## config.mk

```make
export PLATFORM = sky130hd
export DESIGN_NAME = stable_priority_queue_walkin_unit
export DESIGN_NICKNAME = d
export VERILOG_FILES = /design/src/sv/spqw_pkg.sv /design/src/sv/stable_priority_queue_walkin_unit.sv
export SDC_FILE = /design/constraint.sdc
export NUM_CORES = 1
export LEC_CHECK = 0
export BUFFER_PORTS_ARGS = -buffer_cell sky130_fd_sc_hd__buf_2
export CAP_MARGIN = 20
export CORE_MARGIN = 3
export CORE_UTILIZATION = 52
export CTS_BUF_LIST = sky130_fd_sc_hd__clkbuf_4 sky130_fd_sc_hd__clkbuf_8 sky130_fd_sc_hd__clkbuf_16
export CTS_CLUSTER_SIZE = 28
export DETAILED_ROUTE_END_ITERATION = 16
export GPL_TIMING_DRIVEN = 0
export PLACE_DENSITY = 0.72
export SLEW_MARGIN = 10
export SYNTH_ARGS = -nofsm -noshare
export SYNTH_HDL_FRONTEND = slang
export SYNTH_SLANG_ARGS = --single-unit
```

## constraint.sdc

```tcl
create_clock -name clock -period 4.28 [get_ports clock]
set_clock_uncertainty 0.05 [all_clocks]
set_input_delay 0 -clock clock [delete_from_list [all_inputs] [get_ports clock]]
set_output_delay 0 -clock clock [all_outputs]
set_load 0.005 [all_outputs]
```

## src/sv/spqw_pkg.sv

```systemverilog
// Shared types and constants for the stable priority queue with walk-in entries.
// Holds the request and response payload structs and the key ordering function.
// No dependencies.
package spqw_pkg;

   // Width of the key and tag fields
   localparam int unsigned KEY_W = 16;
   localparam int unsigned TAG_W = 16;

   // Key value that marks a walk-in entry
   localparam logic [KEY_W-1:0] WALK_IN_KEY = 16'hFFFF;

   typedef enum logic {
      MODE_ENQ = 1'b0,
      MODE_DEQ = 1'b1
   } mode_type;

   typedef enum logic [1:0] {
      STATUS_DONE  = 2'd0,
      STATUS_EMPTY = 2'd1,
      STATUS_FULL  = 2'd2
   } status_type;

   typedef struct packed {
      mode_type                mode;
      logic [TAG_W-1:0]        entry_tag;
      logic signed [KEY_W-1:0] appt_time;
   } req_type;

   typedef struct packed {
      status_type       status;
      logic [TAG_W-1:0] served_tag;
   } rsp_type;

   // One stored queue entry
   typedef struct packed {
      logic [KEY_W-1:0] key;
      logic [TAG_W-1:0] tag;
   } entry_type;

   // True when a new key must stand ahead of a stored key
   function automatic logic goes_before(input logic [KEY_W-1:0] new_key,
                                        input logic [KEY_W-1:0] old_key);
      logic result;
      result = 1'b0;
      if (new_key == WALK_IN_KEY) begin
         result = 1'b0;
      end else if (old_key == WALK_IN_KEY) begin
         result = 1'b1;
      end else begin
         result = ($signed(old_key) > $signed(new_key));
      end
      return result;
   endfunction

endpackage

```

## src/sv/stable_priority_queue_walkin_unit.sv

```systemverilog
// Sorted queue with walk-in entries, kept in one single-port-write memory ring.
// Depends on spqw_pkg for payload types, status codes and key ordering.
// Dequeue reads the head and answers from S_DEQ; enqueue walks from the tail, moving entries up one place;
// enqueue into an empty queue, full enqueue and empty dequeue answer straight from S_IDLE.
// One request in flight; the insertion walk, one memory read and write per cycle, sets the rate.
// Reset: synchronous, clears count, ring head and handshake state; memory is not cleared.
module stable_priority_queue_walkin_unit #(
   parameter int unsigned DEPTH = 16
) (
   input  logic             clock,
   input  logic             reset,
   input  logic             req_valid,
   output logic             req_ready,
   input  spqw_pkg::req_type req_data,
   output logic             rsp_valid,
   input  logic             rsp_ready,
   output spqw_pkg::rsp_type rsp_data
);
   import spqw_pkg::*;

   localparam int unsigned AW = (DEPTH > 1) ? $clog2(DEPTH) : 1;
   localparam int unsigned CW = $clog2(DEPTH + 1);
   localparam logic [AW:0]   DEPTH_W = DEPTH[AW:0];
   localparam logic [CW-1:0] DEPTH_C = DEPTH[CW-1:0];

   typedef enum logic [2:0] {
      S_IDLE,
      S_DEQ,
      S_ENQ,
      S_PUT,
      S_DONE
   } state_type;

   state_type         state_ff, state_in;
   logic [CW-1:0]     count_ff, count_in;
   logic [AW-1:0]     head_ff, head_in;
   logic [AW-1:0]     cur_ff, cur_in;
   entry_type         new_ff, new_in;
   rsp_type           pend_ff, pend_in;
   logic              rsp_valid_ff, rsp_valid_in;
   rsp_type           rsp_data_ff, rsp_data_in;

   // Queue memory
   entry_type         mem [DEPTH];
   entry_type         rdata_ff;
   logic              mem_we;
   logic [AW-1:0]     mem_waddr;
   logic [AW-1:0]     mem_raddr;
   entry_type         mem_wdata;

   logic              fin;
   rsp_type           fin_data;
   logic              slot_free;
   entry_type         req_entry;

   // Map a position in the queue to a ring address
   function automatic logic [AW-1:0] phys(input logic [AW-1:0] head,
                                          input logic [AW-1:0] idx);
      logic [AW:0] sum;
      sum = {1'b0, head} + {1'b0, idx};
      if (sum >= DEPTH_W) begin
         sum = sum - DEPTH_W;
      end
      return sum[AW-1:0];
   endfunction

   assign req_ready = (state_ff == S_IDLE);
   assign rsp_valid = rsp_valid_ff;
   assign rsp_data  = rsp_data_ff;
   assign slot_free = !rsp_valid_ff || rsp_ready;
   assign req_entry = '{key: req_data.appt_time, tag: req_data.entry_tag};

   // Sequence one request through the memory
   always_comb begin
      state_in  = state_ff;
      count_in  = count_ff;
      head_in   = head_ff;
      cur_in    = cur_ff;
      new_in    = new_ff;
      pend_in   = pend_ff;
      mem_we    = 1'b0;
      mem_waddr = '0;
      mem_raddr = '0;
      mem_wdata = new_ff;
      fin       = 1'b0;
      fin_data  = '{status: STATUS_DONE, served_tag: '0};

      case (state_ff)
         S_IDLE: begin
            if (req_valid) begin
               if (req_data.mode == MODE_DEQ) begin
                  if (count_ff == '0) begin
                     fin             = 1'b1;
                     fin_data.status = STATUS_EMPTY;
                  end else begin
                     // Read the head and retire it
                     mem_raddr = head_ff;
                     head_in   = (head_ff == AW'(DEPTH - 1)) ? '0 : head_ff + 1'b1;
                     count_in  = count_ff - 1'b1;
                     state_in  = S_DEQ;
                  end
               end else begin
                  if (count_ff == DEPTH_C) begin
                     fin             = 1'b1;
                     fin_data.status = STATUS_FULL;
                  end else if (count_ff == '0) begin
                     mem_we    = 1'b1;
                     mem_waddr = head_ff;
                     mem_wdata = req_entry;
                     count_in  = CW'(1);
                     fin       = 1'b1;
                  end else begin
                     // Start the walk from the tail
                     mem_raddr = phys(head_ff, AW'(count_ff - 1'b1));
                     cur_in    = count_ff[AW-1:0];
                     new_in    = req_entry;
                     count_in  = count_ff + 1'b1;
                     state_in  = S_ENQ;
                  end
               end
            end
         end
         S_DEQ: begin
            fin                 = 1'b1;
            fin_data.served_tag = rdata_ff.tag;
         end
         S_ENQ: begin
            mem_we    = 1'b1;
            mem_waddr = phys(head_ff, cur_ff);
            if (goes_before(new_ff.key, rdata_ff.key)) begin
               // Move the stored entry up one place and keep walking
               mem_wdata = rdata_ff;
               cur_in    = cur_ff - 1'b1;
               mem_raddr = phys(head_ff, cur_ff - AW'(2));
               if (cur_ff == AW'(1)) begin
                  state_in = S_PUT;
               end
            end else begin
               mem_wdata = new_ff;
               fin       = 1'b1;
            end
         end
         S_PUT: begin
            mem_we    = 1'b1;
            mem_waddr = head_ff;
            mem_wdata = new_ff;
            fin       = 1'b1;
         end
         S_DONE: begin
            if (slot_free) begin
               state_in = S_IDLE;
            end
         end
         default: begin
            state_in = S_IDLE;
         end
      endcase

      // Hand the result to the output register or hold it
      if (fin) begin
         if (slot_free) begin
            state_in = S_IDLE;
         end else begin
            pend_in  = fin_data;
            state_in = S_DONE;
         end
      end
   end

   // Load the output register
   always_comb begin
      rsp_valid_in = rsp_valid_ff && !rsp_ready;
      rsp_data_in  = rsp_data_ff;
      if (fin && slot_free) begin
         rsp_valid_in = 1'b1;
         rsp_data_in  = fin_data;
      end else if (state_ff == S_DONE && slot_free) begin
         rsp_valid_in = 1'b1;
         rsp_data_in  = pend_ff;
      end
   end

   // Hold state and registered outputs
   always_ff @(posedge clock) begin
      if (reset) begin
         state_ff     <= S_IDLE;
         count_ff     <= '0;
         head_ff      <= '0;
         rsp_valid_ff <= 1'b0;
      end else begin
         state_ff     <= state_in;
         count_ff     <= count_in;
         head_ff      <= head_in;
         rsp_valid_ff <= rsp_valid_in;
      end
      cur_ff      <= cur_in;
      new_ff      <= new_in;
      pend_ff     <= pend_in;
      rsp_data_ff <= rsp_data_in;
   end

   // Write and read the queue memory
   always_ff @(posedge clock) begin
      if (mem_we) begin
         mem[mem_waddr] <= mem_wdata;
      end
      rdata_ff <= mem[mem_raddr];
   end

   // Entry count stays within the queue depth
   assert property (@(posedge clock) disable iff (reset) count_ff <= DEPTH_C)
      else $error("entry count beyond depth");

   // The walk never writes position zero while still comparing
   assert property (@(posedge clock) disable iff (reset)
      state_ff == S_ENQ |-> cur_ff != '0)
      else $error("insertion walk passed the head");

   // A dequeue of an empty queue leaves it empty
   assert property (@(posedge clock) disable iff (reset)
      (req_valid && req_ready && req_data.mode == MODE_DEQ && count_ff == '0)
      |=> count_ff == '0)
      else $error("empty dequeue changed the count");

   // During the walk the write never hits the address being read
   assert property (@(posedge clock) disable iff (reset)
      (state_ff == S_ENQ && state_in == S_ENQ) |-> mem_waddr != mem_raddr)
      else $error("walk read and write collide");

endmodule

```

# == After elaboration in Yosys (flattened, before gate mapping) ==
# Memory sizes are Yosys's and may differ from the RTL's. A register that Yosys moved wholly into a read port is not among the register bits.
# Cells that the tools add are included.
# totals
register_bits,85
ram_bits,512
out_inout_bits,20
word_cells,140
mem_count,1
# memory_table
memory,depth,word_bits,read_ports,rd_clocked_by_memory_dff,wr,line,text
mem,16,32,1,1,1,stable_priority_queue_walkin_unit.sv:44,entry_type mem [DEPTH];
# op_classes
addsub,11
magnitude_cmp,4
eq_ne,23
mux,68
bitwise,4
n_reduce_logical,18
# ops
cell,n
two-way mux 32 bit,5
two-way mux 4 bit,19
one-hot mux 32 bit (2 select lines),1
two-way mux 18 bit,2
equality test 16 bit (second input constant),2
two-way mux 3 bit,10
two-way mux 5 bit,4
greater-than comparator 16 bit,1
two-way mux 1 bit,16
two-way mux 16 bit,1
one-hot mux 4 bit (2 select lines),2
subtractor 4 x 1 -> 4 bit (second input constant),4
adder 4 x 4 -> 5 bit,3
greater-or-equal comparator 5 bit (second input constant),3
inequality test 2 bit (second input constant),7
inequality test 3 bit (second input constant),4
one-hot mux 3 bit (4 select lines),1
one-hot mux 4 bit (3 select lines),1
two-way mux 2 bit,4
AND reduction 4 bit,2
AND reduction 7 bit,1
equality test 3 x 2 -> 1 bit (second input constant),2
AND reduction 6 bit,1
adder 5 x 1 -> 5 bit (second input constant),1
other kinds (23),31

# == Logic depth before layout (Yosys ltp) ==
# depth
ltp_word,9
depth_mapped,16
mapped_depth_nobuf,13

# == Worst setup path after synthesis ==
# OpenSTA, ideal clock, no wires.
# synth_timing
path_kind,register to register
from,register count_ff[0]
to,"memory mem[4][0] (netlist name), enable pin"
setup_time_ns,0.421
arrival_ns,3.336
slack_ns,0.473
path_stages_with_launch,11
period_less_slack_ns,3.807
path_cell_list,dfxtp_1 clkbuf_1 inv_1 ha_1 nor3b_2 nand2b_1 buf_2 nor3_1 a31oi_1 o22ai_1 nor2_1
# synth_between
elab_chain_len,8
word_cells_on_any_way,14
# synth_rtl
element,line,text
from (decl),stable_priority_queue_walkin_unit.sv:35,"logic [CW-1:0] count_ff, count_in;"
from (signal assigned),stable_priority_queue_walkin_unit.sv:192,count_ff <= count_in;
zero test 5 bit,stable_priority_queue_walkin_unit.sv:106,end else if (count_ff == '0) begin
two-way mux 1 bit,stable_priority_queue_walkin_unit.sv:106,
two-way mux 1 bit,stable_priority_queue_walkin_unit.sv:103,if (count_ff == DEPTH_C) begin
two-way mux 1 bit,stable_priority_queue_walkin_unit.sv:91,if (req_data.mode == MODE_DEQ) begin
two-way mux 1 bit,stable_priority_queue_walkin_unit.sv:90,if (req_valid) begin
one-hot mux 1 bit (2 select lines),stable_priority_queue_walkin_unit.sv:88,case (state_ff)
two-way mux 1 bit,stable_priority_queue_walkin_unit.sv:204,if (mem_we) begin
two-way mux 1 bit (implied by the code),stable_priority_queue_walkin_unit.sv:205,mem[mem_waddr] <= mem_wdata;
to (decl),stable_priority_queue_walkin_unit.sv:44,
# Several ways; a longest one is shown, not always the timed one.

==> reports/metrics.csv <==
stage,metric,value,unit
setup_path,path_cells,inv_1 > ha_1 > nand4_1 > or4_1 > a21oi_1 > a21oi_4 > o21a_1 > buf_6 > clkdlybuf4s15_1 > a211oi_1 > a31oi_4 > buf_6,
clock_tree,cts_root_buf,clkbuf_16,
setup_path,cp_slowest_cell,clkdlybuf4s15_1,
sta,slew_viol_final,0,
yosys,synth.area.top_cells,"edfxtp_1 (66%), a211oi_1 (4.2%), nand2_1 (3.6%)",
yosys,netlist_area,0.02651,mm²
yosys,synthArstFlopShare,0,%
yosys,syn_inst,1984,
pwr,p_comb_share,28.1,%
die,die_y,231.8,µm
route,drtPass1Iterations,5,
route,wl_per_cell,26.09,µm
pwr,p_sw,6.105,mW
clock_tree,path_clk_slew,0.06,ns
place,port_buffers,56,
pwr,vdd_drop_max,0.0003039,V
pwr,seqPwrFrac,41.6,%
pwr,p_per_area,600.9,mW/mm²
sta,finalHoldViolCount,0,
hold_path,min_path_type,in2reg,
die,initial_core_util,52.73,%
pwr,switching_share,32.50,%
clock_tree,numCtsBuffers,66,
setup_path,cp_max_fo,10,
setup_path,crit_required,4.56,ns
pwr,intPower,12.68,mW
yosys,yosysTopAreaCell,edfxtp_1,
hold_path,hold-path-cell-count,2,
grt,grt_pass1_wl,111800,µm
sta,slew_headroom,22.03,%
clock_tree,cts_num_sinks,629,
grt,first_global_vias,18110,
yosys,synth_top_area_share,66.16,%
yosys,synth_flop_cell,edfxtp_1,
yosys,yosysSeqAreaShare,69.56,%
grt,grt_antenna_before_repair,1,
finish,fin_util,62.18,%
clock_tree,cts_tree,done,
setup_path,critPathMostFrequentCell,buf_6,
finish,drive_above_1_share,16.73,%
die,io_pins,57,
grt,overflow,0,
route,drc,0,
sta,tns,0,ns
sta,worst_hold_slack,0.09606,ns
setup_path,startpoint_type,register,
finish,fin_nets,2247,
setup_path,critPathKind,reg2reg,
yosys,yosysWarnings,0,
yosys,synth.avg_cell_area,13.36,µm²
place,dpl_worst_slack,-0.3165,ns
route,via_per_inst,6.389,
die,core-area,0.05027,mm²
setup_path,cpPeakStageDelay,0.59,ns
clock_tree,worstSkewPairLatency,0.60,ns
die,rows,82,
yosys,syn_nets,2055,
setup_path,reg2reg_depth,12,
finish,insertedDiodeCount,0,
route,drtAntennaViolNets,0,
sta,period_share,98.77,%
place,placed_area,0.02847,mm²
clock_tree,postCtsSetupRepairBufs,0,
route,drt_iter0_drc,2284,
clock_tree,clockBufferDepth,3,
sta,final.min_clock_period,4.227,ns
yosys,synth_edf_count,584,
finish,nFillCells,3705,
setup_path,endpoint_kind,register,
die,dieArea,0.05372,mm²
pwr,power.share.clock,30.3,%
yosys,ys_types,64,
yosys,synthTopCellsByCount,"edfxtp_1 (584), nand2_1 (252), a211oi_1 (148)",
place,hpwl,50860,µm
clock_tree,htree_levels,3,
die,die_width,231.8,µm
run,drv_cap,0,
outcome,status,completed,
finish,fin_area,0.03126,mm²
grt,grt.total_usage,27.82,%
place,gp_congestion,0.8877,
sta,tightest_slew,1.170,ns
sta,clock.fmax,236.6,MHz
setup_path,worstPathArrival,4.51,ns
yosys,ys_ff_latch,629,
sta,fin_ws,0.05274,ns
route,via_count,18500,
grt,grt_start_max_net_pins,27,
pwr,p_leak,10.72,nW
yosys,synth.most_common_cell,edfxtp_1,
route,finalWirelength,75560,µm
sta,setup_viol,0,
finish,area_growth_syn_to_layout,17.92,%
state kept, by name, indices dropped and copies added (netlist names):
register,flops
head_ff,4
state_ff,3
pend_ff,18
new_ff,32
rdata_ff,32
rsp_data,18
rsp_valid,1
mem,512
cur_ff,4
count_ff,5
path summary, 6_finish.rpt:
check | endpoint | from | slack (ns)
worst max-delay path | mem[15][0] | new_ff[31] | 0.05
worst min-delay path | new_ff[20] | req_data[4] | 0.1
worst max register to register | mem[15][0] | new_ff[31] | 0.05
worst min register to register | rsp_data[11] | pend_ff[11] | 0.50
cells in the final DEF (no fill, tap or decap), types with 35 or more instances in the layout:
cell	synthesis	layout
a21oi_1	53	43
nand3_1	63	63
buf_2	27	81
dlygate4sd3_1	0	36
nand2_1	252	252
nor2_1	53	35
a31oi_1	55	37
clkbuf_16	0	67
and2_1	36	36
and3_1	142	142
a211oi_1	148	145
dfxtp_1	45	45
a311oi_1	39	36
o21ai_0	78	78
clkbuf_1	117	95
edfxtp_1	584	584
logic make-up (layout without fill, tap and decap cells):
group	after synthesis	in the layout	synth area share, %
AOI/OAI and AO/OA	497	497	13.38
DFF	629	629	69.56
and+or+nand+nor	609	609	11.30
buffers and inverters	180	420	2.747
muxes	20	20	0.8402
adders and majority gates	34	34	1.690
xor gates and xnor gates	15	15	0.4956
repair_timing:
action	CTS	global route
resized for setup	16	63
endpoints found under the setup margin	225	532
endpoints found under the hold margin	146	0
hold buffers	36	0
power groups by stage:
stage | clock network, mW | registers [mW] | logic [mW]
2_1_floorplan | 0 | 7.87 | 2.94
3_3_place_gp | 0 | 7.96 | 4.61
3_5_place_dp | 0 | 7.94 | 4.93
4_1_cts | 5.74 | 7.81 | 5.05
5_1_grt | 5.98 | 7.85 | 5.59
6_report | 5.69 | 7.82 | 5.27
through the flow:
step | total power [mW] | instances
CTS | 18.60 | 2896
global route | 19.42 | 2896
detailed placement | 12.87 | 2744
global placement | 12.57 | 2712
floorplan | 10.81 | 1984
finish | 18.78 | 2896
metal layers:
metal	global-route usage, %	up-vias	share of wire, %
met5	0	-	0
met3	5.815	205	10
met4	13.59	0	5.0
met1	36.57	9095	38
met2	44.35	1094	47
li1	-	8108	-
critical path, delay by kind of cell, from the launching register on:
kind,cells,cell delay [ns]
compound gates,5,1.29
fa+ha+maj,1,0.34
buf+inv,4,1.08
flops,1,0.47
simple gates,2,0.72
final cells by class:
type	count	area [µm²]	share of cell area, %
well taps	672	840.8	2.690
repair buffers	124	1202	3.847
plain buffers	153	670.6	2.146
clock buffers	95	1931	6.176
inverters	27	101.3	0.3242
flip-flops and latches	629	18440	58.99
clock inverters	21	215.2	0.6885
multi-input cells	1175	7859	25.14
No activity file was read; power rests on OpenSTA's default activity.
